$ cat src/sv/chv_pkg.sv
// chv_pkg: constants, types and a decode function for the cartridge header validator
// no dependencies

package chv_pkg;

  // header offsets
  localparam logic [8:0] OffFirst = 9'h134;
  localparam logic [8:0] OffLast  = 9'h14C;
  localparam logic [8:0] OffColor = 9'h143;
  localparam logic [8:0] OffType  = 9'h147;
  localparam logic [8:0] OffRom   = 9'h148;
  localparam logic [8:0] OffRam   = 9'h149;
  localparam logic [8:0] OffCheck = 9'h14D;

  // rom size codes with irregular bank counts, and the last power-of-two code
  localparam logic [7:0] RomCode72 = 8'h52;
  localparam logic [7:0] RomCode80 = 8'h53;
  localparam logic [7:0] RomCode96 = 8'h54;
  localparam logic [7:0] RomCodeMaxPow = 8'h06;

  // error codes
  typedef enum logic [2:0] {
    ERR_NONE     = 3'd0,
    ERR_CHECKSUM = 3'd1,
    ERR_TYPE     = 3'd2,
    ERR_ROM_SIZE = 3'd3,
    ERR_RAM_SIZE = 3'd4
  } err_t;

  // decoded cartridge type
  typedef struct packed {
    logic       hit;
    logic [2:0] mapper;
    logic       ram;
    logic       batt;
    logic       clk;
    logic       rumble;
  } kind_t;

  // type code table lookup
  function automatic kind_t decode_kind(input logic [7:0] code);
    kind_t k;
    k = '0;
    k.hit = 1'b1;
    case (code)
      8'h00: ;
      8'h01: k.mapper = 3'd1;
      8'h02: begin k.mapper = 3'd1; k.ram = 1'b1; end
      8'h03: begin k.mapper = 3'd1; k.ram = 1'b1; k.batt = 1'b1; end
      8'h05: k.mapper = 3'd2;
      8'h06: begin k.mapper = 3'd2; k.batt = 1'b1; end
      8'h08: k.ram = 1'b1;
      8'h09: begin k.ram = 1'b1; k.batt = 1'b1; end
      8'h0F: begin k.mapper = 3'd3; k.batt = 1'b1; k.clk = 1'b1; end
      8'h10: begin k.mapper = 3'd3; k.ram = 1'b1; k.batt = 1'b1; k.clk = 1'b1; end
      8'h11: k.mapper = 3'd3;
      8'h12: begin k.mapper = 3'd3; k.ram = 1'b1; end
      8'h13: begin k.mapper = 3'd3; k.ram = 1'b1; k.batt = 1'b1; end
      8'h19: k.mapper = 3'd5;
      8'h1A: begin k.mapper = 3'd5; k.ram = 1'b1; end
      8'h1B: begin k.mapper = 3'd5; k.ram = 1'b1; k.batt = 1'b1; end
      8'h1C: begin k.mapper = 3'd5; k.rumble = 1'b1; end
      8'h1D: begin k.mapper = 3'd5; k.ram = 1'b1; k.rumble = 1'b1; end
      8'h1E: begin k.mapper = 3'd5; k.ram = 1'b1; k.batt = 1'b1; k.rumble = 1'b1; end
      default: k = '0;
    endcase
    return k;
  endfunction

endpackage

$ cat src/sv/cartridge_header_validator.sv
// cartridge_header_validator: streaming header check with one result per check byte
// depends on chv_pkg

// Takes one header byte per cycle, tagged with its offset, and gives one result item
// when the check byte at offset 0x14D arrives. An item passes an input register and
// then a result register, so a result is presented when its check byte enters the
// result register, held while a previous result waits; the running checksum and captured
// codes update as each byte leaves the input register. Bytes at 0x134..0x14C are
// folded into the checksum (0x134 restarts it), bytes at other offsets are dropped.
// The input side keeps accepting while a finished result waits, and stalls only when
// the result register is full, not taken, and a check byte sits in the input register.
module cartridge_header_validator (
  input  logic       clk,
  input  logic       rst_n,
  input  logic       in_valid,
  output logic       in_ready,
  input  logic [8:0] in_byte_offset,
  input  logic [7:0] in_header_byte,
  output logic       out_valid,
  input  logic       out_ready,
  output logic       out_header_ok,
  output logic [2:0] out_error_code,
  output logic       out_color_support,
  output logic [2:0] out_mapper_kind,
  output logic       out_has_ext_ram,
  output logic       out_has_battery,
  output logic       out_has_clock,
  output logic       out_has_rumble,
  output logic [7:0] out_rom_banks,
  output logic [4:0] out_ram_banks
);
  import chv_pkg::*;

  // input register
  logic       s1_valid_r;
  logic [8:0] s1_off_r;
  logic [7:0] s1_byte_r;

  // header state
  logic [7:0] check_r, check_nxt;
  logic       color_r;
  logic [7:0] type_r;
  logic [7:0] rom_r;
  logic [7:0] ram_r;

  // result register
  logic       out_valid_r, out_valid_nxt;
  logic       ok_r, ok_nxt;
  err_t       err_r, err_nxt;
  logic       color_out_r, color_out_nxt;
  kind_t      kind_out_r, kind_out_nxt;
  logic [7:0] rom_banks_r, rom_banks_nxt;
  logic [4:0] ram_banks_r, ram_banks_nxt;

  logic  is_check;
  logic  in_range;
  logic  adv;
  kind_t kind;
  logic       rom_ok;
  logic [7:0] rom_banks;
  logic       ram_ok;
  logic [4:0] ram_banks;

  // flow control
  assign is_check = (s1_off_r == OffCheck);
  assign in_range = (s1_off_r >= OffFirst) && (s1_off_r <= OffLast);
  assign adv      = s1_valid_r && (!is_check || !out_valid_r || out_ready);
  assign in_ready = !s1_valid_r || adv;

  always_ff @(posedge clk) begin
    if (!rst_n) begin
      s1_valid_r <= 1'b0;
    end else if (in_ready) begin
      s1_valid_r <= in_valid;
    end
  end

  always_ff @(posedge clk) begin
    if (in_ready && in_valid) begin
      s1_off_r  <= in_byte_offset;
      s1_byte_r <= in_header_byte;
    end
  end

  // checksum fold
  assign check_nxt = ((s1_off_r == OffFirst) ? 8'd0 : check_r) - s1_byte_r - 8'd1;

  always_ff @(posedge clk) begin
    if (!rst_n) begin
      check_r <= '0;
      color_r <= 1'b0;
      type_r  <= '0;
      rom_r   <= '0;
      ram_r   <= '0;
    end else if (adv && in_range) begin
      check_r <= check_nxt;
      if (s1_off_r == OffColor) color_r <= s1_byte_r[7];
      if (s1_off_r == OffType)  type_r  <= s1_byte_r;
      if (s1_off_r == OffRom)   rom_r   <= s1_byte_r;
      if (s1_off_r == OffRam)   ram_r   <= s1_byte_r;
    end
  end

  // code decode
  assign kind = decode_kind(type_r);

  always_comb begin
    rom_ok    = 1'b1;
    rom_banks = '0;
    if (rom_r == RomCode72) begin
      rom_banks = 8'd72;
    end else if (rom_r == RomCode80) begin
      rom_banks = 8'd80;
    end else if (rom_r == RomCode96) begin
      rom_banks = 8'd96;
    end else if (rom_r <= RomCodeMaxPow) begin
      rom_banks = 8'd2 << rom_r[2:0];
    end else begin
      rom_ok = 1'b0;
    end
  end

  always_comb begin
    ram_ok    = 1'b1;
    ram_banks = '0;
    case (ram_r)
      8'd0:    ram_banks = 5'd0;
      8'd1:    ram_banks = 5'd1;
      8'd2:    ram_banks = 5'd1;
      8'd3:    ram_banks = 5'd4;
      8'd4:    ram_banks = 5'd16;
      default: ram_ok = 1'b0;
    endcase
  end

  // verdict, first failure wins and later fields read zero
  always_comb begin
    ok_nxt        = 1'b0;
    err_nxt       = ERR_NONE;
    color_out_nxt = 1'b0;
    kind_out_nxt  = '0;
    rom_banks_nxt = '0;
    ram_banks_nxt = '0;
    if (check_r != s1_byte_r) begin
      err_nxt = ERR_CHECKSUM;
    end else begin
      color_out_nxt = color_r;
      if (!kind.hit) begin
        err_nxt = ERR_TYPE;
      end else begin
        kind_out_nxt = kind;
        if (!rom_ok) begin
          err_nxt = ERR_ROM_SIZE;
        end else begin
          rom_banks_nxt = rom_banks;
          if (!ram_ok) begin
            err_nxt = ERR_RAM_SIZE;
          end else begin
            ram_banks_nxt = ram_banks;
            ok_nxt        = 1'b1;
          end
        end
      end
    end
  end

  // result register
  assign out_valid_nxt = (adv && is_check) || (out_valid_r && !out_ready);

  always_ff @(posedge clk) begin
    if (!rst_n) begin
      out_valid_r <= 1'b0;
    end else begin
      out_valid_r <= out_valid_nxt;
    end
  end

  always_ff @(posedge clk) begin
    if (adv && is_check) begin
      ok_r        <= ok_nxt;
      err_r       <= err_nxt;
      color_out_r <= color_out_nxt;
      kind_out_r  <= kind_out_nxt;
      rom_banks_r <= rom_banks_nxt;
      ram_banks_r <= ram_banks_nxt;
    end
  end

  // outputs
  assign out_valid         = out_valid_r;
  assign out_header_ok     = ok_r;
  assign out_error_code    = err_r;
  assign out_color_support = color_out_r;
  assign out_mapper_kind   = kind_out_r.mapper;
  assign out_has_ext_ram   = kind_out_r.ram;
  assign out_has_battery   = kind_out_r.batt;
  assign out_has_clock     = kind_out_r.clk;
  assign out_has_rumble    = kind_out_r.rumble;
  assign out_rom_banks     = rom_banks_r;
  assign out_ram_banks     = ram_banks_r;

endmodule
$ cat config.mk
export PLATFORM = sky130hd
export DESIGN_NAME = cartridge_header_validator
export DESIGN_NICKNAME = d
export VERILOG_FILES = /design/src/sv/chv_pkg.sv /design/src/sv/cartridge_header_validator.sv
export SDC_FILE = /design/constraint.sdc
export NUM_CORES = 1
export LEC_CHECK = 0
export BUFFER_PORTS_ARGS = -buffer_cell sky130_fd_sc_hd__buf_2
export CORE_UTILIZATION = 42
export CTS_BUF_LIST = sky130_fd_sc_hd__clkbuf_16
export DETAILED_ROUTE_END_ITERATION = 12
export HOLD_SLACK_MARGIN = 0.02
export PLACE_DENSITY_LB_ADDON = 0.2
export SETUP_SLACK_MARGIN = 0.4
export SYNTH_ARGS = -nofsm -noshare
export SYNTH_HDL_FRONTEND = slang
export SYNTH_SLANG_ARGS = --single-unit
$ cat constraint.sdc
create_clock -name clk -period 3.4 [get_ports clk]
set_input_delay 0.68 -clock clk [delete_from_list [all_inputs] [get_ports clk]]
set_output_delay 0.68 -clock clk [all_outputs]
set_load 0.1 [all_outputs]
==> results of run 1 <==
-- final cells by class --
class	instances	area, µm²	area share
Sequential cell	74	1870	0.423
Inverter	20	77.6	0.0175
Timing Repair Buffer	52	283	0.0639
Clock inverter	7	93.8	0.0212
Tap cell	105	131	0.0297
Multi-Input combinational cell	240	1740	0.394
Clock buffer	9	225	0.0509
-- through the flow --
stage,hold WS (ns),power [W],std cells,instance area [µm²],util
2_1_floorplan,0.430,0.00107,353,3700,-
3_3_place_gp,0.445,0.00110,486,3970,0.476
3_5_place_dp,0.450,0.00110,486,3970,0.476
4_1_cts,0.457,0.00212,506,4400,0.528
5_1_grt,0.485,0.00216,507,4420,0.530
6_report,0.452,0.00209,507,4420,0.530
-- state kept, by name, indices dropped and copies added, names as in the netlist, 3 cells and up --
name	flops
check_r	8
out_error_code	3
out_mapper_kind	3
out_ram_banks	3
out_rom_banks	7
ram_r	8
rom_r	8
s1_byte_r	8
s1_off_r	9
type_r	8
-- per-layer routing --
| layer | track usage | up-vias |
|---|---|---|
| li1 | - | 1324 |
| met1 | 0.210 | 1205 |
| met2 | 0.277 | 45 |
| met3 | 0.0518 | 6 |
| met4 | 0.0498 | 0 |
| met5 | 0 | - |
-- cells by family after synthesis --
| logic type | after synthesis |
|---|---|
| simple gates | 136 |
| compound gates | 46 |
| mux | 30 |
| xor+xnor | 16 |
| fa+ha+maj | 9 |
| buf+inv | 39 |
| other cells | 1 |
| flops | 74 |
-- worst paths after layout --
check,to,slack [ns]
worst max register to register,check_r[7],0.40
worst min-delay path,color_r,0.45
worst min register to register,color_r,0.45
worst max-delay path,check_r[7],0.40
-- worst max-delay path, cell delays in order, from the launching register on --
cell      delay, ns
edfxtp_1       0.40
nor2b_4        0.13
nor3b_4        0.21
or4b_4         0.53
and2_4         0.18
ha_4           0.21
a21oi_2        0.16
o211ai_1       0.13
o41ai_2        0.34
xnor2_1        0.15
and3_1         0.18
o31a_1         0.26
-- cell usage in the layout (no fill, tap or decap), types with 3 or more instances in the layout --
cell and instances:
edfxtp_1 39, o211ai_1 3, nand3_1 8, ha_4 4
nand2b_1 3, a21oi_1 10, o21ai_0 9, conb_1 3
xnor2_1 14, and2_1 9, inv_1 21, nor2b_1 3
nor2_1 42, clkbuf_16 9, nor4_1 6, mux2i_1 30
nor3_1 9, dfxtp_1 35, buf_2 43, buf_4 9
a31oi_1 3, nand2_1 30
-- what timing repair did --
| action | CTS | global route |
|---|---|---|
| pin swaps | 7 | 0 |
| setup buffers | 4 | 1 |
| gates resized for setup | 13 | 4 |
| cloned | 0 | 0 |
| setup endpoints to repair | 4 | 4 |
| hold buffers | 0 | 0 |
-- power breakdown --
group / switching, W / internal, W / leakage, nW
logic: 0.0000623 / 0.0000442 / 0.875
registers: 0.0000268 / 0.000956 / 0.685
clock network: 0.000361 / 0.000642 / 0.163
==> impl_metrics.py, run 1 <==
metrics = {
    "grt": {
        "grt_antenna_before_repair": 0,
        "grt_max_degree": 26,
        "grt_pass1_wl_um": 11500,
        "grt.overflow.total": 0,
        "grt_pass1_vias": 2450,
        "track_usage": 0.168,
    },
    "drt": {
        "viasPerCell": 5.09,
        "wl_met3_um": 260,
        "first_iter_violations": 98,
        "drtPass1Iterations": 4,
        "detail-route-antenna-nets": 0,
        "dr_wl_met2_um": 3250,
        "via_count": 2580,
        "top_layer_used": "met4",
        "drc": 0,
        "wl_met1_um": 3350,
        "drt-total-wl_um": 6920,
        "post_drt_wl_per_cell_um": 13.7,
    },
    "floorplan": {
        "initial_core_util": 0.441,
        "ios": 48,
        "fp-row-count": 33,
        "core-area_um2": 8340,
        "fp.dieW_um": 95.6,
        "fp.dieH_um": 95.6,
        "dieArea_um2": 9140,
    },
    "yosys": {
        "synth_compound_area_frac": 0.0867,
        "synth_cell_type_count": 63,
        "synthAdderAreaFrac": 0.0320,
        "yosysTopAreaCell": "edfxtp_1",
        "synth_area_um2": 3680,
        "yosys.area_share.simple": 0.200,
        "synth_most_common_cell": "nor2_1",
        "ys_warn_count": 0,
        "synth_top_area_frac": 0.318,
        "synth_area_leaders": "edfxtp_1 (32%), dfxtp_1 (19%), mux2i_1 (8.2%), nor2_1 (4.4%), xnor2_1 (3.3%)",
        "avgSynthCellArea_um2": 10.5,
        "synthFlopType": "edfxtp_1",
        "synth_xor_area_frac": 0.0401,
        "synth_mux_area_frac": 0.0816,
        "synth_edf_count": 39,
        "yosys_register_bits": 74,
        "async_flop_share": 0,
        "seq_area_frac_synth": 0.509,
        "synth_cells": 351,
        "synth_top_family_by_area": "simple AND/OR/NAND/NOR gates",
        "synth_common_cells": "nor2_1 (43), edfxtp_1 (39), dfxtp_1 (35)",
    },
    "timing": {
        "fmax_mhz": 333,
        "relSlewSlack": 0.479,
        "tightest_slew_ns": 0.780,
        "drv_slew": 0,
        "finalHoldViolations": 0,
        "skew_ns": 0.00799,
        "timing.final.crit_share": 0.882,
        "finalCriticalPeriod_ns": 3.00,
        "setup_tns_ns": 0,
        "fin_ws_ns": 0.401,
        "rsz0062_at_grt": "true",
        "setup-violations-final": 0,
    },
    "setup_path": {
        "cp_data_arrival_time_ns": 3.21,
        "reg2reg_depth": 11,
        "r2r-start": "s1_off_r[7]",
        "crit_fanout": 6,
        "crit_required_ns": 3.61,
        "crit_type": "register to register",
        "cp-end-kind": "register",
        "start_kind": "register",
        "crit_start": "s1_off_r[7]",
    },
    "layout": {
        "drive_gt1_frac": 0.244,
        "syn_to_final_growth_pct": 20.2,
        "final_nets": 426,
        "antenna_cells": 0,
        "fillCellCount": 758,
    },
    "clock_network": {
        "clkLatencyLatePin_ns": 0.33,
        "cts_htree_levels": 3,
        "cts_sinks": 74,
        "clk_path_buf_depth": 2,
        "numCtsBuffers": 9,
        "clk_pin_slew_ns": 0.05,
        "root_buffer": "clkbuf_16",
        "cts_tree": "done",
    },
    "worst_hold_path": {
        "worstHoldPathCells": 2,
        "hp-class": "register to register",
        "holdCritStartpoint": "color_r",
    },
    "pwr": {
        "peakVddDrop_mv": 0.365,
        "powerDensity_nw_per_um2": 473,
        "p_leak_nw": 1.72,
    },
    "run": {
        "drv_cap": 0,
    },
    "placement": {
        "place_congestion": 0.852,
        "dp_hpwl_um": 4720,
        "preCtsSetupSlack_ns": 0.107,
        "numPortBuffers": 44,
    },
    "outcome": {
        "status": "completed",
    },
}
Note: power is estimated with default switching activity, not from simulation.
==> run 2: changes to the inputs <==
--- a/config.mk
+++ b/config.mk
@@ -10,7 +10,7 @@
 export CTS_BUF_LIST = sky130_fd_sc_hd__clkbuf_16
 export DETAILED_ROUTE_END_ITERATION = 12
 export HOLD_SLACK_MARGIN = 0.02
-export PLACE_DENSITY_LB_ADDON = 0.2
+export PLACE_DENSITY = 0.62
 export SETUP_SLACK_MARGIN = 0.4
 export SYNTH_ARGS = -nofsm -noshare
 export SYNTH_HDL_FRONTEND = slang
==> run 2 against run 1 <==
Clock-buffer cell count unchanged. Clock skew decreased by 0.0030 ns. Final cell count increased by 0.79%. Sequential share of layout area decreased by 0.47 points. Clock power about the same. Critical path depth unchanged. Via count increased by 3.9%. Combinational power increased by 8%. Global-route usage increased by 0.88 points. Routed wire length increased by 9.0%. First-iteration DRC count decreased by 16%.
==> impl_metrics.py, run 2 (synthesis gave the netlist of run 1 again) <==
metrics = {
    "outcome": {
        "status": "completed",
    },
    "floorplan": {
        "fp-row-count": 33,
        "ios": 48,
        "dieArea_um2": 9140,
        "core-area_um2": 8340,
        "fp.dieW_um": 95.6,
        "initial_core_util": 0.441,
        "fp.dieH_um": 95.6,
    },
    "timing": {
        "finalCriticalPeriod_ns": 3.07,
        "drv_slew": 0,
        "relSlewSlack": 0.456,
        "rsz0062_at_grt": "true",
        "tightest_slew_ns": 0.814,
        "setup_tns_ns": 0,
        "hold_ws_ns": 0.460,
        "fmax_mhz": 325,
        "skew_ns": 0.00494,
        "timing.final.crit_share": 0.904,
        "setup-violations-final": 0,
        "finalHoldViolations": 0,
    },
    "layout": {
        "drive_gt1_frac": 0.256,
        "mostFrequentLayoutCell": "buf_2",
        "final_nets": 431,
        "layout_common_cells": "buf_2 (43), nor2_1 (42), edfxtp_1 (39)",
        "antenna_cells": 0,
        "regMostFlops": "s1_off_r",
        "fillCellCount": 732,
        "syn_to_final_growth_pct": 21.6,
        "largest_reg_flops": 9,
    },
    "clock_network": {
        "cts_sinks": 74,
        "clk_path_buf_depth": 2,
        "cts_htree_levels": 3,
        "cts_tree": "done",
        "root_buffer": "clkbuf_16",
        "clk_pin_slew_ns": 0.06,
        "numCtsBuffers": 9,
        "clkLatencyLatePin_ns": 0.33,
    },
    "setup_path": {
        "crit_type": "register to register",
        "cp-end-kind": "register",
        "cp_data_arrival_time_ns": 3.29,
        "crit_fanout": 6,
        "start_kind": "register",
        "crit_required_ns": 3.61,
        "reg2reg_depth": 11,
    },
    "grt": {
        "grt_antenna_before_repair": 0,
        "grt_pass1_wl_um": 12200,
        "grt_pass1_vias": 2595,
        "track_usage": 0.177,
        "grt.overflow.total": 0,
        "grt_max_degree": 26,
    },
    "placement": {
        "numPortBuffers": 44,
        "dp_hpwl_um": 4800,
        "place_congestion": 0.823,
    },
    "pwr": {
        "peakVddDrop_mv": 0.321,
        "powerDensity_nw_per_um2": 466,
        "p_leak_nw": 1.74,
    },
    "drt": {
        "post_drt_wl_per_cell_um": 14.8,
        "drc": 0,
        "drtPass1Iterations": 4,
        "viasPerCell": 5.24,
        "via_count": 2680,
        "first_iter_violations": 82,
        "detail-route-antenna-nets": 0,
        "drt-total-wl_um": 7550,
    },
    "run": {
        "drv_cap": 0,
    },
    "worst_hold_path": {
        "hp-class": "register to register",
        "worstHoldPathCells": 2,
    },
}
run 2: through the flow:
stage	cell area [µm²]	cells	total power (W)	worst slack (ns)	utilization
global placement	3970	486	0.00109	0.225	0.476
detailed placement	3970	486	0.00110	0.102	0.476
CTS	4390	507	0.00210	0.397	0.527
global route	4470	511	0.00216	0.235	0.536
finish	4470	511	0.00208	0.326	0.536
floorplan	3700	353	0.00107	0.432	-
run 2: metal layers:
layer / routed length [µm] / up-vias / global-route usage
li1: - / 1337 / -
met1: 3460 / 1268 / 0.217
met2: 3660 / 62 / 0.290
met3: 299 / 13 / 0.0502
met4: 129 / 0 / 0.0709
met5: 0 / - / 0
run 2: final timing paths:
| check | end | start | slack, ns |
|---|---|---|---|
| max reg2reg | check_r[7] | s1_off_r[7] | 0.33 |
| min reg2reg | color_r | color_r | 0.46 |
| max | check_r[7] | s1_off_r[7] | 0.33 |
| min | color_r | color_r | 0.46 |
run 2: report_power, final:
| group | internal (W) | switching, W | total (W) |
|---|---|---|---|
| registers | 0.000956 | 0.0000282 | 0.000985 |
| clock network | 0.000635 | 0.000350 | 0.000985 |
| logic | 0.0000479 | 0.0000658 | 0.000114 |
| total | 0.00164 | 0.000444 | 0.00208 |
run 2: critical path: stages (launching register included):
cell and delay [ns]:
edfxtp_1 0.41, nor2b_4 0.14, nor3b_4 0.20, or4b_4 0.53, and2_1 0.21, ha_4 0.24, nand3_1 0.09, o211ai_1 0.13
o41ai_2 0.39, xnor2_1 0.15, and3_1 0.19, o31a_1 0.26
run 2: repair_timing:
item                                    CTS  global route
pin swaps                                 7            10
setup buffers                             6             4
gates resized for setup                  10            10
hold buffers                              0             0
endpoints found under the setup margin    4             4
run 2: layout make-up:
type	count	area [µm²]	share of cell area
Sequential cell	74	1870	0.418
Multi-Input combinational cell	240	1760	0.394
Timing Repair Buffer	57	320	0.0716
Clock buffer	9	225	0.0503
Tap cell	105	131	0.0294
Clock inverter	6	85.1	0.0190
Inverter	20	77.6	0.0173
